**src/rtl/sbb_pkg.sv**
```systemverilog
// Shared constants, register codes and types of the separable box blur.
`default_nettype none
package sbb_pkg;
    localparam int MAX_WIDTH  = 1024;
    localparam int MAX_HEIGHT = 1024;
    localparam int MAX_RADIUS = 15;
    localparam int DEF_QUEUE_DEPTH = 4;

    localparam int RING_ROWS = 2 * MAX_RADIUS + 2;
    localparam int COL_W     = $clog2(MAX_WIDTH);
    localparam int ROW_W     = $clog2(MAX_HEIGHT);
    localparam int WV_W      = $clog2(MAX_WIDTH + 1);
    localparam int HV_W      = $clog2(MAX_HEIGHT + 1);
    localparam int RAD_W     = $clog2(MAX_RADIUS + 1);
    localparam int SLOT_W    = $clog2(RING_ROWS);
    localparam int SLOTS_W   = $clog2(RING_ROWS + 1);
    localparam int TAP_W     = $clog2(2 * MAX_RADIUS + 2);
    localparam int SUM_W     = 8 + TAP_W;
    localparam int PCNT_W    = $clog2(MAX_WIDTH * MAX_HEIGHT + 1);
    localparam int MEM_DEPTH = RING_ROWS * MAX_WIDTH;
    localparam int ADDR_W    = $clog2(MEM_DEPTH);
    localparam int XS_W      = WV_W + 2;
    localparam int YS_W      = HV_W + 2;

    localparam int REG_DIM_W = 11;
    localparam int REG_RAD_W = 4;
    localparam int PADDR_W   = 4;

    localparam logic [1:0] REG_WIDTH  = 2'd0;
    localparam logic [1:0] REG_HEIGHT = 2'd1;
    localparam logic [1:0] REG_RADIUS = 2'd2;

    typedef struct packed {
        logic [WV_W-1:0]  width;
        logic [HV_W-1:0]  height;
        logic [RAD_W-1:0] radius;
    } t_cfg;

    typedef struct packed {
        logic              wr;
        logic [SLOT_W-1:0] wslot;
        logic [COL_W-1:0]  wcol;
        logic [31:0]       pix;
        logic              emit;
        logic [COL_W-1:0]  ox;
        logic [ROW_W-1:0]  oy;
        logic [SLOT_W-1:0] oslot;
        logic              last;
    } t_job;
endpackage
`default_nettype wire

```
**src/rtl/sbb_if.sv**
```systemverilog
// Stream interfaces for source pixel requests and blurred pixel requests.
`default_nettype none
interface sbb_in_if;
    logic        valid;
    logic        ready;
    logic        kind;
    logic [31:0] pixel_in;
    modport source(output valid, output kind, output pixel_in, input ready);
    modport sink(input valid, input kind, input pixel_in, output ready);
endinterface

`default_nettype wire

```
**src/rtl/sbb_front.sv**
```systemverilog
// Front end: accepts requests, tracks frame positions and issues jobs.
`default_nettype none
module sbb_front import sbb_pkg::*; (
    input  wire logic i_clk,
    input  wire logic i_rst_n,
    sbb_in_if.sink    i_in,
    input  wire t_cfg i_cfg,
    input  wire logic i_restart,
    output logic      o_push,
    input  wire logic i_push_ready,
    output t_job      o_job
);
    logic [PCNT_W-1:0]  r_recv, r_emit;
    logic [COL_W-1:0]   r_in_col, r_out_col;
    logic [ROW_W-1:0]   r_out_row;
    logic [SLOT_W-1:0]  r_in_slot, r_out_slot;
    logic [PCNT_W-1:0]  total, delay, recv_n;
    logic [SLOTS_W-1:0] slots;
    logic               accept, wr, emit, last;

    assign total  = PCNT_W'(i_cfg.width * i_cfg.height);
    assign delay  = PCNT_W'(i_cfg.radius * i_cfg.width + i_cfg.radius);
    assign slots  = SLOTS_W'({i_cfg.radius, 1'b0}) + SLOTS_W'(2);
    assign wr     = !i_in.kind && (r_recv < total);
    assign recv_n = r_recv + PCNT_W'(wr);
    assign emit   = (r_emit < total) && ((recv_n == total) || ((recv_n - r_emit) > delay));
    assign last   = emit && ((r_emit + PCNT_W'(1)) == total);

    assign i_in.ready = i_push_ready;
    assign accept     = i_in.valid && i_in.ready;
    assign o_push     = accept && (wr || emit);

    assign o_job.wr    = wr;
    assign o_job.wslot = r_in_slot;
    assign o_job.wcol  = r_in_col;
    assign o_job.pix   = i_in.pixel_in;
    assign o_job.emit  = emit;
    assign o_job.ox    = r_out_col;
    assign o_job.oy    = r_out_row;
    assign o_job.oslot = r_out_slot;
    assign o_job.last  = last;

    always_ff @(posedge i_clk) begin
        if (!i_rst_n || i_restart || (accept && last)) begin
            r_recv     <= '0;
            r_emit     <= '0;
            r_in_col   <= '0;
            r_out_col  <= '0;
            r_out_row  <= '0;
            r_in_slot  <= '0;
            r_out_slot <= '0;
        end else if (accept) begin
            r_recv <= recv_n;
            r_emit <= r_emit + PCNT_W'(emit);
            if (wr) begin
                if ((WV_W'(r_in_col) + WV_W'(1)) >= i_cfg.width) begin
                    r_in_col <= '0;
                    if ((SLOTS_W'(r_in_slot) + SLOTS_W'(1)) == slots) begin
                        r_in_slot <= '0;
                    end else begin
                        r_in_slot <= r_in_slot + SLOT_W'(1);
                    end
                end else begin
                    r_in_col <= r_in_col + COL_W'(1);
                end
            end
            if (emit) begin
                if ((WV_W'(r_out_col) + WV_W'(1)) >= i_cfg.width) begin
                    r_out_col <= '0;
                    r_out_row <= r_out_row + ROW_W'(1);
                    if ((SLOTS_W'(r_out_slot) + SLOTS_W'(1)) == slots) begin
                        r_out_slot <= '0;
                    end else begin
                        r_out_slot <= r_out_slot + SLOT_W'(1);
                    end
                end else begin
                    r_out_col <= r_out_col + COL_W'(1);
                end
            end
        end
    end
endmodule
`default_nettype wire

```
**src/flat_wrapper.sv**
```systemverilog
// flat-port wrapper written by rule: the top's interface ports become plain ports
module sbb_front_flat import sbb_pkg::*;
  (i_clk, i_rst_n, i_cfg, i_restart, o_push, i_push_ready, o_job, i_in_valid, i_in_kind, i_in_pixel_in, i_in_ready);
  sbb_in_if i_in_i ();
  input  wire logic i_clk;
  input  wire logic i_rst_n;
  input  wire t_cfg i_cfg;
  input  wire logic i_restart;
  output logic o_push;
  input  wire logic i_push_ready;
  output t_job o_job;
  input wire logic [$bits(i_in_i.valid)-1:0] i_in_valid;
  input wire logic [$bits(i_in_i.kind)-1:0] i_in_kind;
  input wire logic [$bits(i_in_i.pixel_in)-1:0] i_in_pixel_in;
  output wire logic [$bits(i_in_i.ready)-1:0] i_in_ready;
  assign i_in_i.valid = i_in_valid;
  assign i_in_i.kind = i_in_kind;
  assign i_in_i.pixel_in = i_in_pixel_in;
  assign i_in_ready = i_in_i.ready;
  sbb_front u_core (.i_clk(i_clk), .i_rst_n(i_rst_n), .i_in(i_in_i), .i_cfg(i_cfg), .i_restart(i_restart), .o_push(o_push), .i_push_ready(i_push_ready), .o_job(o_job));
endmodule
```
**config.mk**
```make
export PLATFORM = sky130hd
export DESIGN_NAME = sbb_front_flat
export DESIGN_NICKNAME = d
export VERILOG_FILES = /design/src/rtl/sbb_pkg.sv /design/src/rtl/sbb_if.sv /design/src/rtl/sbb_front.sv /design/src/flat_wrapper.sv
export SDC_FILE = /design/constraint.sdc
export NUM_CORES = 1
export LEC_CHECK = 0
export BUFFER_PORTS_ARGS = -buffer_cell sky130_fd_sc_hd__buf_4
export CAP_MARGIN = 0
export CORE_ASPECT_RATIO = 0.6
export CORE_MARGIN = 3
export CORE_UTILIZATION = 60
export DETAILED_ROUTE_END_ITERATION = 12
export PLACE_DENSITY_LB_ADDON = 0.3
export SLEW_MARGIN = 20
export SYNTH_ARGS = -nofsm -noshare
export SYNTH_HDL_FRONTEND = slang
export SYNTH_SLANG_ARGS = --single-unit
```
**constraint.sdc**
```tcl
create_clock -name i_clk -period 20.2 [get_ports i_clk]
set_input_delay 4.04 -clock i_clk [delete_from_list [all_inputs] [get_ports i_clk]]
set_output_delay 4.04 -clock i_clk [all_outputs]
set_load 0.1 [all_outputs]
```
Word level (Yosys, flattened, before mapping)
Cells that the tools add are included.
- $add $sub $neg: 15
- multiply operators: 2
- divide/modulo/power cells: 0
- order comparisons: 5
- eq/ne operators: 4
- shift operators: 0
- mux-type cells: 4
- bitwise logic cells: 0
- reduce and logical (&&, ||, !) cells: 16
- operators with widths (cell ; count):
    $add 21x1->21 ; 2
    $eq 21x21->1 ; 2
    $lt 21x21->1 ; 2
    $add 10x1->10 const B ; 3
    $add 10x1->11 const B ; 2
    $ge 11x11->1 ; 2
    $add 21x1->21 const B ; 1
    $gt 21x21->1 ; 1
    $mul 11x11->21 ; 1
    $sub 21x21->21 ; 1
    $mux 10 ; 2
    $add 15x4->16 ; 1
    $mul 4x11->15 ; 1
    $add 5x1->6 const B ; 2
    $eq 6x6->1 ; 2
    $add 5x1->5 const B ; 2
    $mux 5 ; 2
    $add 5x2->6 const B ; 1
    $logic_and 1x1->1 ; 6
    $reduce_and 3->1 ; 2
    $logic_or 1x1->1 ; 4
    $reduce_and 2->1 ; 2
    $logic_not 1->1 ; 2
- register bits after elaboration: 82
- bits in latches: 0
- bits in writable memories: 0
- ROM bits: 0
- input port bits: 64
- output and inout bits: 77
- word-level logic and storage cells: 53
- memories kept: 0

Depth between registers and ports, before layout
- depth in word-level cells: 11
- gate-level depth with buffers: 58
- gate-level depth less buffers: 56

Worst setup path before layout
Ideal clock, no wire load.
- path kind: in2out
- start: input i_cfg[15] in the netlist's numbering
- end: output o_push
- arrival: 15463 ps
- data required time: 16160 ps
- setup slack: 697 ps
- stages: 49
- buffers on the path: 4
- path through: clkbuf_1 > clkbuf_1 > nand2_1 > fa_1 > fa_1 > inv_1 > fa_1 > fa_1 > inv_1 > fa_1 > inv_1 > ha_1 > clkbuf_1 > nor2_1 > or2_2 > a21oi_1 > xnor2_1 > ha_1 > (+13 left out) > xor2_1 > ha_1 > o21ai_0 > nor2_1 > o41ai_1 > o31ai_1 > a21o_1 > a21oi_1 > xnor2_1 > ha_1 > nand3_1 > nor4_1 > nand3_1 > a211oi_1 > o2111ai_2 > nand3_1 > clkbuf_1 > nand2_1
- word-level cells in the longest chain between the ends: 10
- elaborated cells between the ends (all ways): 14
- classes of those cells: add/sub (3); mul (2); order compare (3); eq/ne (1); reduce/logical (5)
- RTL lines (item ; RTL line ; source):
    from (decl) ; flat_wrapper.sv:7 ; input wire t_cfg i_cfg;
    $mul 11x11->21 (*) ; sbb_front.sv:21 ; assign total = PCNT_W'(i_cfg.width * i_cfg.height);
    $lt 21x21->1 (*) ; sbb_front.sv:24 ; assign wr = !i_in.kind && (r_recv < total);
    $logic_and 1x1->1 (*) ; sbb_front.sv:24 ;
    net u_core.wr ; sbb_front.sv:19 ; logic accept, wr, emit, last;
    $add 21x1->21 (*) ; sbb_front.sv:25 ; assign recv_n = r_recv + PCNT_W'(wr);
    net u_core.recv_n[8] ; sbb_front.sv:17 ; logic [PCNT_W-1:0] total, delay, recv_n;
    $sub 21x21->21 ; sbb_front.sv:26 ; assign emit = (r_emit < total) && ((recv_n == total) || ((recv_n - r_emit) > delay));
    $gt 21x21->1 ; sbb_front.sv:26 ;
    $logic_or 1x1->1 (*) ; sbb_front.sv:26 ;
    $logic_and 1x1->1 (*) ; sbb_front.sv:26 ;
    $logic_or 1x1->1 (*) ; sbb_front.sv:31 ; assign o_push = accept && (wr || emit);
    $logic_and 1x1->1 (*) ; sbb_front.sv:31 ;
    to (decl) ; flat_wrapper.sv:9 ; output logic o_push;
The timed path passes the listed nets; every way through them passes the cells marked *.

Worst setup path in the final report
- start: input i_cfg[20] in the netlist's numbering
- end: output o_push
- word-level cells in the longest chain between the ends: 10
- elaborated cells between the ends (all ways): 14
- classes of those cells: add/sub (3); mul (2); order compare (3); eq/ne (1); reduce/logical (5)
- RTL lines (item ; RTL line):
    $mul 11x11->21 (*) ; sbb_front.sv:21
    $lt 21x21->1 (*) ; sbb_front.sv:24
    $logic_and 1x1->1 (*) ; sbb_front.sv:24
    $add 21x1->21 (*) ; sbb_front.sv:25
    net u_core.recv_n[10] ; sbb_front.sv:17
    $sub 21x21->21 ; sbb_front.sv:26
    $gt 21x21->1 ; sbb_front.sv:26
    $logic_or 1x1->1 (*) ; sbb_front.sv:26
    $logic_and 1x1->1 (*) ; sbb_front.sv:26
    $logic_or 1x1->1 (*) ; sbb_front.sv:31
    $logic_and 1x1->1 (*) ; sbb_front.sv:31
Marks and branches as above.

==> qor.yml <==
layout:
  final_cell_mix: "inv_1, ha_1, nand2_1, nor2_1, xnor2_1"
  syn_to_final_growth_pct: 6.742
  utilization_pct: 66.58
  drive_gt1_share_pct: 7.926
  nets: 2091
  final_common_cell: "inv_1"
  antenna_cells: 0
  final_cells: 2049
routing:
  drt_first_pass_iters: 6
  drc_errors: 0
  wl_per_cell_um: 18.94
  via_per_inst: 6.040
  dr_wl_met2_um: 15860
  dr.first_iter.drc_count: 1062
  wl_met1_um: 17910
  ant_nets: 0
  wl_met3_um: 4558
  routed_wl_um: 38800
  num_vias: 12376
  dr.max_layer_used: "met4"
clock_network:
  cts_root_buf: "clkbuf_16"
  htreeDepth: 3
  ctsLongestPathBuffers: 2
  cts.sinks: 82
  clk_latency_ns: 0.36
  ctsHoldBuffers: 0
  path_clk_slew_ns: 0.06
  tritoncts: "built"
  cts_buffers: 9
pwr:
  ir_drop_mv: 0.1045
  leakagePower_nw: 7.083
  power_density_mw_per_mm2: 117.2
logic_synthesis:
  synthDistinctLibCells: 75
  synthesis.nets: 2086
  syn-cell-area_mm2: 0.01403
  syn_inst: 1732
  ys_seq_area_share_pct: 11.70
  synth_edf_count: 0
  synth_ff_type: "dfxtp_1"
  async_reset_ff_share_pct: 0
  postSynthAreaPerCell_um2: 8.100
  ys_seq_elements: 82
  yosysWarnings: 0
worst_setup_path:
  ff2ff_setup_slack_ns: 10.93
  r2r-start: "u_core.r_recv[8]$_SDFFE_PP0P_"
  r2r-end: "u_core.r_emit[20]$_SDFFE_PP0P_"
  cp.arrival_ns: 15.44
  endpoint_kind: "output port"
  required_ns: 16.16
  cp_common_cell: "ha_1"
  ff2ff_path_depth: 37
  crit_type: "primary input to output port"
  cp_top_family: "adder cells"
  critPathLaunchType: "primary input"
  slowest_delay_ns: 0.57
  cp_max_fo: 16
  critPathSlowestCell: "fa_1"
  path_buf_inv: 5
floorplan:
  rows: 42
  ios: 141
  core_mm2: 0.02249
  initial_core_util_pct: 62.38
  die_area_mm2: 0.02531
  die_h_um: 124.4
  dieWidth_um: 203.4
min_path:
  min_path_cells: 2
  worstHoldStart: "u_core.r_out_row[9]$_SDFFE_PP0P_"
  hold_end: "u_core.r_out_row[9]$_SDFFE_PP0P_"
  hp-class: "flop to flop"
sta:
  finalSetupViolCount: 0
  fin_crit_ns: 19.48
  skew_ns: 0.01042
  tightest_slew_ns: 1.046
  clock.fmax_mhz: 51.34
  rsz0062_at_grt: "false"
  setup_tns_ns: 0
  slew_viol_final: 0
  fin_crit_sh_pct: 96.42
  slew_headroom_pct: 29.72
  timing_hold_violations_final: 0
global_routing:
  grt.overflow.total: 0
  track_usage_pct: 30.36
  antenna_found_initial: 0
  grt_start_max_net_pins: 61
  grt_pass1_vias: 11763
  grt_pass1_wl_um: 62120
run_status:
  status: "finished, final reports clean"
place:
  gp_congestion: 1.026
  dp.cells: 2029
  post-dp-hpwl_um: 31390
  port_buffers: 76
run:
  cap_violations: 0
[cell usage after synthesis, types with 9 or more instances]
master	number	share of area, %
dfxtp_1	82	12
nand3_1	55	2.0
nor4_1	9	0.40
nand2b_1	19	0.85
xor2_1	61	3.8
a21oi_1	77	2.7
or3_1	11	0.49
ha_1	189	17
nor2b_1	13	0.58
xnor2_1	112	7.0
fa_1	101	14
or4_1	12	0.64
buf_4	37	2.0
nand2_1	155	4.1
buf_2	10	0.36
nor3_1	31	1.1
o21ai_0	52	1.9
and3_1	24	1.1
a211oi_1	14	0.75
o211ai_1	10	0.54
nor2_1	114	3.1
o21a_1	14	0.75
nand4_1	38	1.7
clkbuf_1	46	1.2
inv_1	191	5.1
a21o_1	36	1.9
and2_1	88	3.9
[worst max-delay path by stage]
| stage | slack (ns) | depth (start not counted) | endpoint | from |
|---|---|---|---|---|
| after floorplan | 0.70 | 49 | o_push | i_cfg[15] |
| after detailed placement | 0.18 | 46 | o_push | i_cfg[20] |
| final | 0.72 | 45 | o_push | i_cfg[20] |
| after global routing | 0.05 | 48 | o_job[26] | i_cfg[17] |
| after CTS | 0.14 | 46 | o_push | i_cfg[20] |
| after global placement | 0.52 | 47 | o_push | i_cfg[15] |
[flip-flops by register name (all words and copies together), names as in the netlist]
name               count
u_core.r_emit         21
u_core.r_recv         21
u_core.r_in_col       10
u_core.r_out_col      10
u_core.r_out_row      10
u_core.r_in_slot       5
u_core.r_out_slot      5
[power breakdown]
part	internal (mW)	switching [mW]
logic	0.586	0.823
registers	0.162	0.000326
clock network	0.115	0.0705
[kinds of logic (layout without fill, tap and decap cells)]
kind of cell	count (synthesis)	count (layout)	share of synthesized area [%]
AND/OR/NAND/NOR	602	602	22.05
AO/OA/AOI/OAI	275	275	12.74
buffers and inverters	286	295	8.731
flip-flops	82	82	11.70
multiplexers	8	8	0.5708
adder cells (fa/ha/maj)	295	295	31.62
XOR/XNOR	184	184	12.59
[final cells by class]
cell class | count | area (um2)
multi-input combinational | 1364 | 11240
fill | 1927 | 7516
sequential | 82 | 1642
inverter | 191 | 716.9
timing repair buffer | 89 | 668.1
tap | 308 | 385.4
clock buffer | 11 | 252.7
clock inverter | 4 | 73.82
[worst min-delay path, stage by stage, from the launching register on]
cell	delay [ns]
dfxtp_1	0.32
o31ai_1	0.07
a21oi_1	0.06
[stage by stage]
step	total power [mW]	hold WS [ns]	worst slack, ns	cell area [um2]
after global routing	1.898	0.5134	0.04560	14980
final	1.756	0.4943	0.7232	14980
after floorplan	1.170	0.4537	0.6968	14030
after CTS	1.669	0.4950	0.1373	14870
after detailed placement	1.471	0.4860	0.1772	14550
after global placement	1.442	0.4647	0.5186	14550
[metal layers]
layer,global-route usage (%),vias to the layer above
li1,-,5849
met4,5.135,0
met3,9.846,45
met5,0,-
met2,43.05,553
met1,45.43,5929
[what timing repair did]
action / in CTS / in global routing
buffers inserted: 0 / 5
endpoints found under the setup margin: 0 / 3
gates resized for setup: 0 / 16
Power figures use the tool's default switching activity.
