$ cat config.mk
export PLATFORM = sky130hd
export DESIGN_NAME = sbb_fifo
export DESIGN_NICKNAME = d
export VERILOG_FILES = /design/src/rtl/sbb_pkg.sv /design/src/rtl/sbb_fifo.sv
export SDC_FILE = /design/constraint.sdc
export NUM_CORES = 1
export LEC_CHECK = 0
export ABC_AREA = 1
export BUFFER_PORTS_ARGS = -buffer_cell sky130_fd_sc_hd__buf_2
export CAP_MARGIN = 10
export CORE_ASPECT_RATIO = 2
export CORE_UTILIZATION = 45
export CTS_CLUSTER_SIZE = 24
export DETAILED_ROUTE_END_ITERATION = 8
export HOLD_SLACK_MARGIN = 0.02
export PLACE_DENSITY = 0.74
export SETUP_SLACK_MARGIN = 0.4
export SKIP_LAST_GASP = 1
export SLEW_MARGIN = 5
export SYNTH_ARGS = -nofsm -noshare
export SYNTH_HDL_FRONTEND = slang
export SYNTH_SLANG_ARGS = --single-unit
$ cat constraint.sdc
create_clock -name i_clk -period 9.7 [get_ports i_clk]
set_clock_uncertainty 0.2 [all_clocks]
set_input_delay 0 -clock i_clk [delete_from_list [all_inputs] [get_ports i_clk]]
set_output_delay 0 -clock i_clk [all_outputs]
set_load 0.03 [all_outputs]
$ cat src/rtl/sbb_pkg.sv
// Shared constants, register codes and types of the separable box blur.
`default_nettype none
package sbb_pkg;
    localparam int MAX_WIDTH  = 1024;
    localparam int MAX_HEIGHT = 1024;
    localparam int MAX_RADIUS = 15;
    localparam int DEF_QUEUE_DEPTH = 4;

    localparam int RING_ROWS = 2 * MAX_RADIUS + 2;
    localparam int COL_W     = $clog2(MAX_WIDTH);
    localparam int ROW_W     = $clog2(MAX_HEIGHT);
    localparam int WV_W      = $clog2(MAX_WIDTH + 1);
    localparam int HV_W      = $clog2(MAX_HEIGHT + 1);
    localparam int RAD_W     = $clog2(MAX_RADIUS + 1);
    localparam int SLOT_W    = $clog2(RING_ROWS);
    localparam int SLOTS_W   = $clog2(RING_ROWS + 1);
    localparam int TAP_W     = $clog2(2 * MAX_RADIUS + 2);
    localparam int SUM_W     = 8 + TAP_W;
    localparam int PCNT_W    = $clog2(MAX_WIDTH * MAX_HEIGHT + 1);
    localparam int MEM_DEPTH = RING_ROWS * MAX_WIDTH;
    localparam int ADDR_W    = $clog2(MEM_DEPTH);
    localparam int XS_W      = WV_W + 2;
    localparam int YS_W      = HV_W + 2;

    localparam int REG_DIM_W = 11;
    localparam int REG_RAD_W = 4;
    localparam int PADDR_W   = 4;

    localparam logic [1:0] REG_WIDTH  = 2'd0;
    localparam logic [1:0] REG_HEIGHT = 2'd1;
    localparam logic [1:0] REG_RADIUS = 2'd2;

    typedef struct packed {
        logic [WV_W-1:0]  width;
        logic [HV_W-1:0]  height;
        logic [RAD_W-1:0] radius;
    } t_cfg;

    typedef struct packed {
        logic              wr;
        logic [SLOT_W-1:0] wslot;
        logic [COL_W-1:0]  wcol;
        logic [31:0]       pix;
        logic              emit;
        logic [COL_W-1:0]  ox;
        logic [ROW_W-1:0]  oy;
        logic [SLOT_W-1:0] oslot;
        logic              last;
    } t_job;
endpackage
`default_nettype wire

$ cat src/rtl/sbb_fifo.sv
// Job queue between the front end and the blur engine.
`default_nettype none
module sbb_fifo import sbb_pkg::*; #(
    parameter int DEPTH = DEF_QUEUE_DEPTH
) (
    input  wire logic i_clk,
    input  wire logic i_rst_n,
    input  wire logic i_push_valid,
    output logic      o_push_ready,
    input  wire t_job i_push_data,
    output logic      o_pop_valid,
    input  wire logic i_pop_ready,
    output t_job      o_pop_data
);
    localparam int PTR_W = $clog2(DEPTH);
    localparam int CNT_W = $clog2(DEPTH + 1);

    t_job             r_mem [DEPTH];
    logic [PTR_W-1:0] r_wr, r_rd;
    logic [CNT_W-1:0] r_cnt;
    logic             push, pop;

    assign o_push_ready = (r_cnt != CNT_W'(DEPTH));
    assign o_pop_valid  = (r_cnt != '0);
    assign o_pop_data   = r_mem[r_rd];
    assign push = i_push_valid && o_push_ready;
    assign pop  = o_pop_valid && i_pop_ready;

    always_ff @(posedge i_clk) begin
        if (push) begin
            r_mem[r_wr] <= i_push_data;
        end
    end

    always_ff @(posedge i_clk) begin
        if (!i_rst_n) begin
            r_wr  <= '0;
            r_rd  <= '0;
            r_cnt <= '0;
        end else begin
            if (push) begin
                r_wr <= (r_wr == PTR_W'(DEPTH - 1)) ? '0 : r_wr + PTR_W'(1);
            end
            if (pop) begin
                r_rd <= (r_rd == PTR_W'(DEPTH - 1)) ? '0 : r_rd + PTR_W'(1);
            end
            r_cnt <= r_cnt + CNT_W'(push) - CNT_W'(pop);
        end
    end
endmodule
`default_nettype wire

After elaboration in Yosys (flattened, before gate mapping) --
Memory sizes are Yosys's and may differ from the RTL's. A register that Yosys moved wholly into a read port is not among the register bits. Cells that the tools add are included.
Storage, ports and cells: register bits after elaboration 7, latch bits 0, RAM bits 300, memory bits (read-only) 0, bits of input ports 79, logic and storage cells 20, memories 1
Memories:
- r_mem | depth 4, bits a word 75, rd ports 1, clocked after memory_dff 1, wr ports 1, RTL line sbb_fifo.sv:18 | t_job r_mem [DEPTH];
Cells by class: add/subtract/negate cells 4, $mul 0, divide/modulo/power cells 0, $lt $le $gt $ge 0, equal/unequal tests 3, shift operators 0, mux-type cells 6, bitwise logic cells 0, reduce and logical (&&, ||, !) cells 3
Operator list (count):
- 2-to-1 mux 2 bit | 4
- adder 2 x 1 -> 2 bit, second input constant | 2
- == test 2 bit, second input constant | 2
- adder 3 x 1 -> 3 bit | 1
- != test 3 bit, second input constant | 1
- nonzero test 3 bit | 1
- subtractor 3 x 1 -> 3 bit | 1
- logical AND 1 bit | 2
- 2-to-1 mux 1 bit | 2

Longest topological paths before layout --
Gate-level depths: netlist of the first run.
depth after elaboration 4, mapped depth 12

Worst setup path before layout of the first run --
OpenSTA, ideal clock, no wires.
path kind register -> register, from register r_cnt[1], to memory r_mem[0][0] in the netlist's numbering, enable pin, library setup time 509 ps, arrival time 4110 ps, path slack 4881 ps, stages on the path, launching flop included 5, path buffers 0, period minus slack after synthesis 4819 ps, path through dfxtp_1 nor2_1 nand2_1 nand2_1 nor2_1
Between the ends: cells in the longest elaborated chain, start to end 4
RTL lines:
- from (decl) | RTL line sbb_fifo.sv:20 | logic [CNT_W-1:0] r_cnt;
- from (signal assigned) | RTL line sbb_fifo.sv:47 | r_cnt <= r_cnt + CNT_W'(push) - CNT_W'(pop);
- != test 3 bit | RTL line sbb_fifo.sv:23 | assign o_push_ready = (r_cnt != CNT_W'(DEPTH));
- named net o_push_ready | RTL line sbb_fifo.sv:9 | output logic o_push_ready,
- logical AND 1 bit | RTL line sbb_fifo.sv:26 | assign push = i_push_valid && o_push_ready;
- 2-to-1 mux 1 bit | RTL line sbb_fifo.sv:30 | if (push) begin
- 2-to-1 mux 1 bit (implied by the code) | RTL line sbb_fifo.sv:31 | r_mem[r_wr] <= i_push_data;
- to (decl) | RTL line sbb_fifo.sv:18
The timed path passes the listed nets, and every way through them passes these cells.

==> summary.txt, run 1 <==
Status = finished, final reports clean
DR vias = 7580
Largest stage delay, worst path = 980 ps
Area of the multi-input gates = 2730 µm²
CP arrival = 3390 ps
Router iterations before antenna repair = 4
Yosys top cell by area = edfxtp_1
MaxCap Viol Count = 0
Hold depth = 2
Critical path cell sequence = inv_8 > buf_4 > o21ai_0 > o22ai_2 > buf_2
Aggregate global-route resource usage = 0.194
Int Pwr = 2.64 mW
Area grow syn2layout = 25.8%
Largest net degree at the start of global routing = 91
Slew margin rel. = 0.229
Period utilization = 0.370
CP max FO = 80
Critical Path Sink Type = primary output
Inserted Clock Buffers = 26
Cells after DPL = 1251
Final hold violation count = 0
Worst hold-check path type = primary input to flip-flop
Site row count = 85
First-pass GRT wire length = 41500 µm
GPL Wtd Cong = 0.780
Die Ht = 236 µm
Worst r2r src = r_cnt[1]$_SDFF_PN0_
Sw Ratio = 0.381
YS warnings = 0
Minimum clock period = 3590 ps
Avg Cell Area, Syn = 15.6 µm²
Crit path kind = flip-flop to primary output
Starting density of the core = 0.457
Comb power frac = 0.357
CTS sink cnt = 309
Worst Hold End = r_mem[3][73]$_DFFE_PP_
Cell area after layout = 15500 µm²
CTS Root Cell = clkbuf_16
Worst Path Required = 9500 ps
Clk_lat worst skew = 540 ps
Pleak = 5.37 nW
Clock tree from TritonCTS = built
Slowest cell on crit path = buf_4
Placed instance area = 13300 µm²
R2r endpoint = r_mem[3][47]$_DFFE_PP_
Reg2reg setup slack = 6670 ps
Number of global-route vias before repair = 7979
R2R depth = 5
Utilization after layout = 0.575
I/O pin count = 156
Share of layout cells above drive strength 1 = 0.290
Syn Inst Count = 788
Final max-slew violation count = 0
Post-CTS setup buffer count = 0
Max VDD drop = 0.000179 V
Final ANT Viol Nets = 0
FILL cells = 2027
Fin cells = 1437
Post-synth cell types = 27
Mapped Area = 12300 µm²
H-tree level count = 1
Register area share after synthesis = 0.748
Post-DP HPWL = 14300 µm
Unrepaired setup endpoints after global routing = false
FF+latch area = 9190 µm²
Worst-margin pin slew = 1160 ps
Die W = 119 µm
Proportion of power drawn by the clock network = 0.242
Core area = 26900 µm²
DRC violations left = 0
DR iter-0 viols = 450
Hold Crit Start = i_push_data[73]
Vias per cell = 5.27
DIE AREA = 28000 µm²
# setup viols final = 0
Setup TNS = 0 ps
Gr ovfl total = 0
Nets = 1154
Sequential power share = 0.401
IO Port Bufs = 155
Routed WL = 27300 µm
Routed WL per cell = 19.0 µm
Crit start category = flip-flop
FMAX = 278 MHz
Most common cell after layout, fill and taps aside = edfxtp_1
Initial antenna violation count = 2
Syn_nets = 875
Synth top area cells = edfxtp_1 (73%), o21ai_0 (5.1%), o22ai_2 (4.6%)
PD cells = 276 nW/µm²
P_sw = 1.62 mW
Clock-pin slew of the registers on the worst-case setup and hold paths = 70 ps
Yosys reg bits = 309
Yosys top cell area share = 0.733
Maximum clock path buffer count = 3
Highest-count cells in the layout ignoring fill and taps = edfxtp_1 (300), buf_2 (155), dlygate4sd3_1 (136)
-- per-stage QoR --
| stage | setup slack (ps) | power [mW] | hold slack [ps] |
|---|---|---|---|
| finish | 6110 | 4.26 | 36.6 |
| floorplan | 4880 | 2.84 | -102 |
| global route | 5890 | 4.44 | 37.7 |
| global placement | 6700 | 3.18 | 8.71 |
| detailed placement | 6650 | 3.22 | 14.5 |
| CTS | 6050 | 4.29 | 25.0 |
-- cells by family (layout without fill, tap and decap cells) --
family | after synthesis | after routing | synth area share
other | 0 | 2 | 0
adders and majority gates | 8 | 8 | 0.00875
AOI/OAI and AO/OA | 227 | 227 | 0.125
and+or+nand+nor | 181 | 181 | 0.0855
DFF | 309 | 309 | 0.748
xor gates and xnor gates | 1 | 1 | 0.000713
buffers and inverters | 62 | 361 | 0.0327
-- worst max-delay path by stage --
stage,end,slack [ps],cells past startpoint
after global placement,r_mem[3][47]$_DFFE_PP_,6700,5
after floorplan,r_mem[0][0]$_DFFE_PP_,4880,4
final,o_pop_data[37],6110,5
after CTS,o_pop_data[37],6050,5
after global routing,o_pop_data[37],5890,5
after detailed placement,r_mem[3][58]$_DFFE_PP_,6650,5
-- state kept, by name (all words and copies together), names as in the netlist, named ones only --
name / count
r_wr: 2
r_mem: 300
r_cnt: 3
r_rd: 2
-- power groups by stage --
stage / registers (mW) / logic [mW] / clock network [mW]
CTS: 1.71 / 1.53 / 1.05
global placement: 1.73 / 1.45 / 0
global route: 1.72 / 1.62 / 1.10
floorplan: 1.71 / 1.12 / 0
detailed placement: 1.74 / 1.48 / 0
finish: 1.71 / 1.52 / 1.03
-- synthesized netlist by cell type (all sizes together) --
cell type / n
inv: 14
o21ai: 150
clkbuf: 22
dfxtp: 9
fa: 1
buf: 26
ha: 7
nand2: 11
nand3: 1
a21oi: 1
a21boi: 1
o22ai: 75
or2: 1
nor2: 166
edfxtp: 300
xnor2: 1
nand3b: 2
-- critical path: cells and delay by family (launching register included) --
kind,cells,cell delay (ps)
buffers and inverters,3,1750
AOI/OAI and AO/OA,2,450
DFF,1,520
-- per-layer routing --
layer,GRT usage,up-vias,wire length [µm]
met5,0,-,0
met4,0.0993,0,1160
met3,0.0247,59,1080
met2,0.381,217,15500
met1,0.194,3789,9550
li1,-,3515,-
-- timing repair --
action | CTS | global route
resized for setup | 0 | 0
hold buffers | 136 | 0
hold endpoints to repair | 309 | 0
-- final cells by class --
class | instances | area share
multi-input combinational | 417 | 0.177
timing repair buffer | 299 | 0.142
sequential | 309 | 0.595
antenna | 2 | 0.000324
inverter | 14 | 0.00388
clock buffer | 32 | 0.0449
clock inverter | 16 | 0.00947
tap | 348 | 0.0282
(Power assumes the default switching activity.)
==> inputs of run 2 (changes only) <==
Settings changed: ABC_AREA 1 to 0, PLACE_DENSITY 0.74 to 0.76.
Clock period 9.7 ns to 3 ns, I/O delays scaled along.
==> run 2 against run 1 <==
Against the previous run:
- core utilization up 2.2 points
- via count down 27%
- critical path depth up 6
- register-to-register slack worse by 6200 ps
- non-clock buffer count down 20
- critical path type is now flip-flop to flip-flop
- critical endpoint is now r_cnt[2]$_SDFF_PN0_
- largest cell class unchanged
- largest power group unchanged
==> summary.txt, run 2 <==
Status = finished, final reports clean
Fin cells = 1085 (-24%)
DR iter-0 viols = 415 (-7.8%)
Final max-slew violation count = 0 (unchanged)
H-tree level count = 1 (unchanged)
# setup viols final = 0 (unchanged)
Core area = 24500 µm² (-8.8%)
First-pass GRT wire length = 33900 µm (-18%)
CTS sink cnt = 309 (unchanged)
Yosys top cell area share = 0.797 (+0.0642)
R2R depth = 11 (+6)
Register area share after synthesis = 0.813 (+0.0655)
Nets = 819 (-29%)
Clk_lat worst skew = 530 ps (about the same)
Proportion of power drawn by the clock network = 0.291 (+0.049)
XOR/XNOR Fraction of Synth Area = 0.00155 (+0.000837)
Worst Path Required = 3220 ps (-6280 ps)
Worst hold-check path type = primary input to flip-flop
Comb power frac = 0.266 (-0.091)
Syn_nets = 530 (-39%)
Clock tree from TritonCTS = built
Routed WL per cell = 20.6 µm (+8.2%)
Highest-count cells in the layout ignoring fill and taps = edfxtp_1 (300), buf_2 (155), dlygate4sd3_1 (109)
IO Port Bufs = 155 (unchanged)
Site row count = 81 (-4.7%)
Initial antenna violation count = 2 (unchanged)
Area of the multi-input gates = 2000 µm² (-27%)
R2r endpoint = r_cnt[2]$_SDFF_PN0_
Minimum clock period = 2560 ps
P_sw = 3.57 mW (+120%)
Routed WL = 22300 µm (-18%)
Async set-reset flop share out of synthesis = 0 (unchanged)
Crit path kind = flip-flop to flip-flop
Period utilization = 0.852
Yosys top cell by area = edfxtp_1
Power Total = 12.2 mW (+190%)
Vias per cell = 5.12 (-2.9%)
Avg Cell Area, Syn = 25.5 µm² (+64%)
DRC violations left = 0 (unchanged)
Pleak = 4.99 nW (-7.1%)
Sequential power share = 0.442 (+0.041)
FF+latch area = 9200 µm² (about the same)
FILL cells = 1791 (-12%)
Cell area after layout = 14600 µm² (-5.4%)
Most common cell after layout, fill and taps aside = edfxtp_1
Synth Area in Compound Gates = 0.00199 (-0.123)
DIE AREA = 25800 µm² (-8.0%)
PD cells = 833 nW/µm² (+200%)
Gr ovfl total = 0 (unchanged)
CTS Root Cell = clkbuf_16
Clock-pin slew of the registers on the worst-case setup and hold paths = 70 ps (about the same)
Worst r2r src = r_cnt[1]$_SDFF_PN0_
Inserted Clock Buffers = 26 (unchanged)
Post-DP HPWL = 13200 µm (-7.7%)
Router iterations before antenna repair = 4 (unchanged)
Multiplexer share of the synthesized area = 0.150 (+0.150)
Synth Flop Type = edfxtp_1
Cells after DPL = 923 (-26%)
Post-synth cell types = 25 (-7.4%)
Largest family of logic cells by synthesized area = multiplexers
MaxCap Viol Count = 0 (unchanged)
Max reg flops = 300 (unchanged)
Sw Ratio = 0.293 (-0.0878)
Area grow syn2layout = 29.4%
Slew margin rel. = 0.598 (+0.369)
Simple-gate share of the synthesized area = 0.0103 (-0.0752)
Die W = 114 µm (-4.0%)
Crit path from = r_cnt[1]$_SDFF_PN0_
Int Pwr = 8.61 mW (+230%)
Setup TNS = 0 ps (unchanged)
Critical Path Sink Type = flip-flop
GPL Wtd Cong = 0.723 (-7.2%)
Share of layout cells above drive strength 1 = 0.401 (+0.111)
Crit start category = flip-flop
Worst-margin pin slew = 603 ps (-553 ps)
Most frequent cells after synthesis = edfxtp_1 (300), mux4_2 (75), dfxtp_1 (9)
Mapped Area = 11300 µm² (-8.1%)
Final hold violation count = 0 (unchanged)
Biggest regs = r_mem: 300 flops, r_cnt: 3 flops
Register with the most flip-flops = r_mem
FMAX = 391 MHz
Synth top area cells = edfxtp_1 (80%), mux4_2 (15%), dfxtp_1 (1.6%)
Final ANT Viol Nets = 0 (unchanged)
I/O pin count = 156 (unchanged)
Yosys reg bits = 309 (unchanged)
Maximum clock path buffer count = 3 (unchanged)
CP max FO = 5 (-94%)
Post-synth EDFFs = 300 (unchanged)
Aggregate global-route resource usage = 0.177 (-0.0171)
Reg2reg setup slack = 440 ps (-6230 ps)
Syn Inst Count = 443 (-44%)
Starting density of the core = 0.461 (+0.00399)
Largest net degree at the start of global routing = 49 (-46%)
Number of global-route vias before repair = 6308 (-21%)
Die Ht = 226 µm (-4.1%)
Unrepaired setup endpoints after global routing = true
Hold depth = 2 (unchanged)
Most common cell in the netlist = edfxtp_1
Hold Crit Start = i_push_data[51]
Area share of fa/ha/maj cells after synthesis = 0.00952 (+0.000767)
Placed instance area = 12600 µm² (-5.3%)
CP arrival = 2780 ps (-610 ps)
DR vias = 5557 (-27%)
YS warnings = 0 (unchanged)
Max VDD drop = 0.000681 V (+280%)
Worst Hold End = r_mem[3][51]$_DFFE_PP_
## run 2: cell types whose count changed in the layout (fill, tap and decap cells not counted), moves of 5 or more
cell / delta
inv_1: -6
o22ai_2: -45
nor2_1: -106
nor2_4: -49
nand2_1: -6
o22ai_1: -30
mux4_2: +75
o21ai_2: -5
nor2_2: -9
dlygate4sd3_1: -27
buf_12: +7
o21ai_1: -19
o21ai_0: -123
## run 2: power groups by stage
stage / Combinational, mW / Sequential, mW / Clock (mW)
after floorplan: 2.28 / 5.40 / 0
after global placement: 3.02 / 5.49 / 0
after detailed placement: 3.06 / 5.53 / 0
after CTS: 3.20 / 5.44 / 3.64
after global routing: 3.43 / 5.43 / 3.79
final: 3.24 / 5.39 / 3.55
## run 2: repair_timing
item	4_1_cts	5_1_grt
setup endpoints to repair	1	3
setup buffers	1	3
hold buffers	110	0
endpoints found under the hold margin	496	0
gates resized for setup	3	4
pin swaps	1	1
## run 2: metrics by stage
stage                     hold WS (ps)  setup WS [ps]  utilization
after global placement            9.45            340        0.512
after global routing              26.9            348        0.596
after CTS                         20.8            408        0.595
after detailed placement          18.3            297        0.512
final                             30.0            445        0.596
after floorplan                   -101            401            -
## run 2: how the worst max path moves through the flow
stage                                endpoint  slack, ps  cells after the start
after global routing      r_cnt[2]$_SDFF_PN0_        350                     11
after detailed placement  r_cnt[2]$_SDFF_PN0_        300                     11
after CTS                 r_cnt[2]$_SDFF_PN0_        410                     10
final                     r_cnt[2]$_SDFF_PN0_        440                     11
after global placement    r_cnt[2]$_SDFF_PN0_        340                     11
after floorplan           r_cnt[2]$_SDFF_PN0_        400                     12
## run 2: layer usage
metal	up-vias	track usage	wire length, µm
met4	0	0.0800	700
li1	2457	-	-
met2	144	0.337	12600
met3	44	0.0244	807
met1	2912	0.190	8210
met5	-	0	0
## run 2: cells by family after synthesis
kind of cell               count (synthesis)
DFF                                      309
adders and majority gates                  8
AOI/OAI and AO/OA                          4
muxes                                     76
and+or+nand+nor                           20
xor gates and xnor gates                   2
buffers and inverters                     24
## run 2: worst max-delay path: stages (launching register included)
cell and delay [ps]:
dfxtp_4 370, or3b_4 400, and2_4 180, inv_1 60, ha_1 220, inv_1 50
ha_1 130, inv_1 50, fa_2 350, xnor2_2 150, xnor2_1 120, and2_1 150
## run 2: final cells by class
class,count,area share
antenna,2,0.000342
clock buffer,36,0.0512
clock inverter,11,0.0115
inverter,6,0.00154
multi-input combinational,110,0.136
sequential,309,0.629
tap,332,0.0284
timing repair buffer,279,0.141
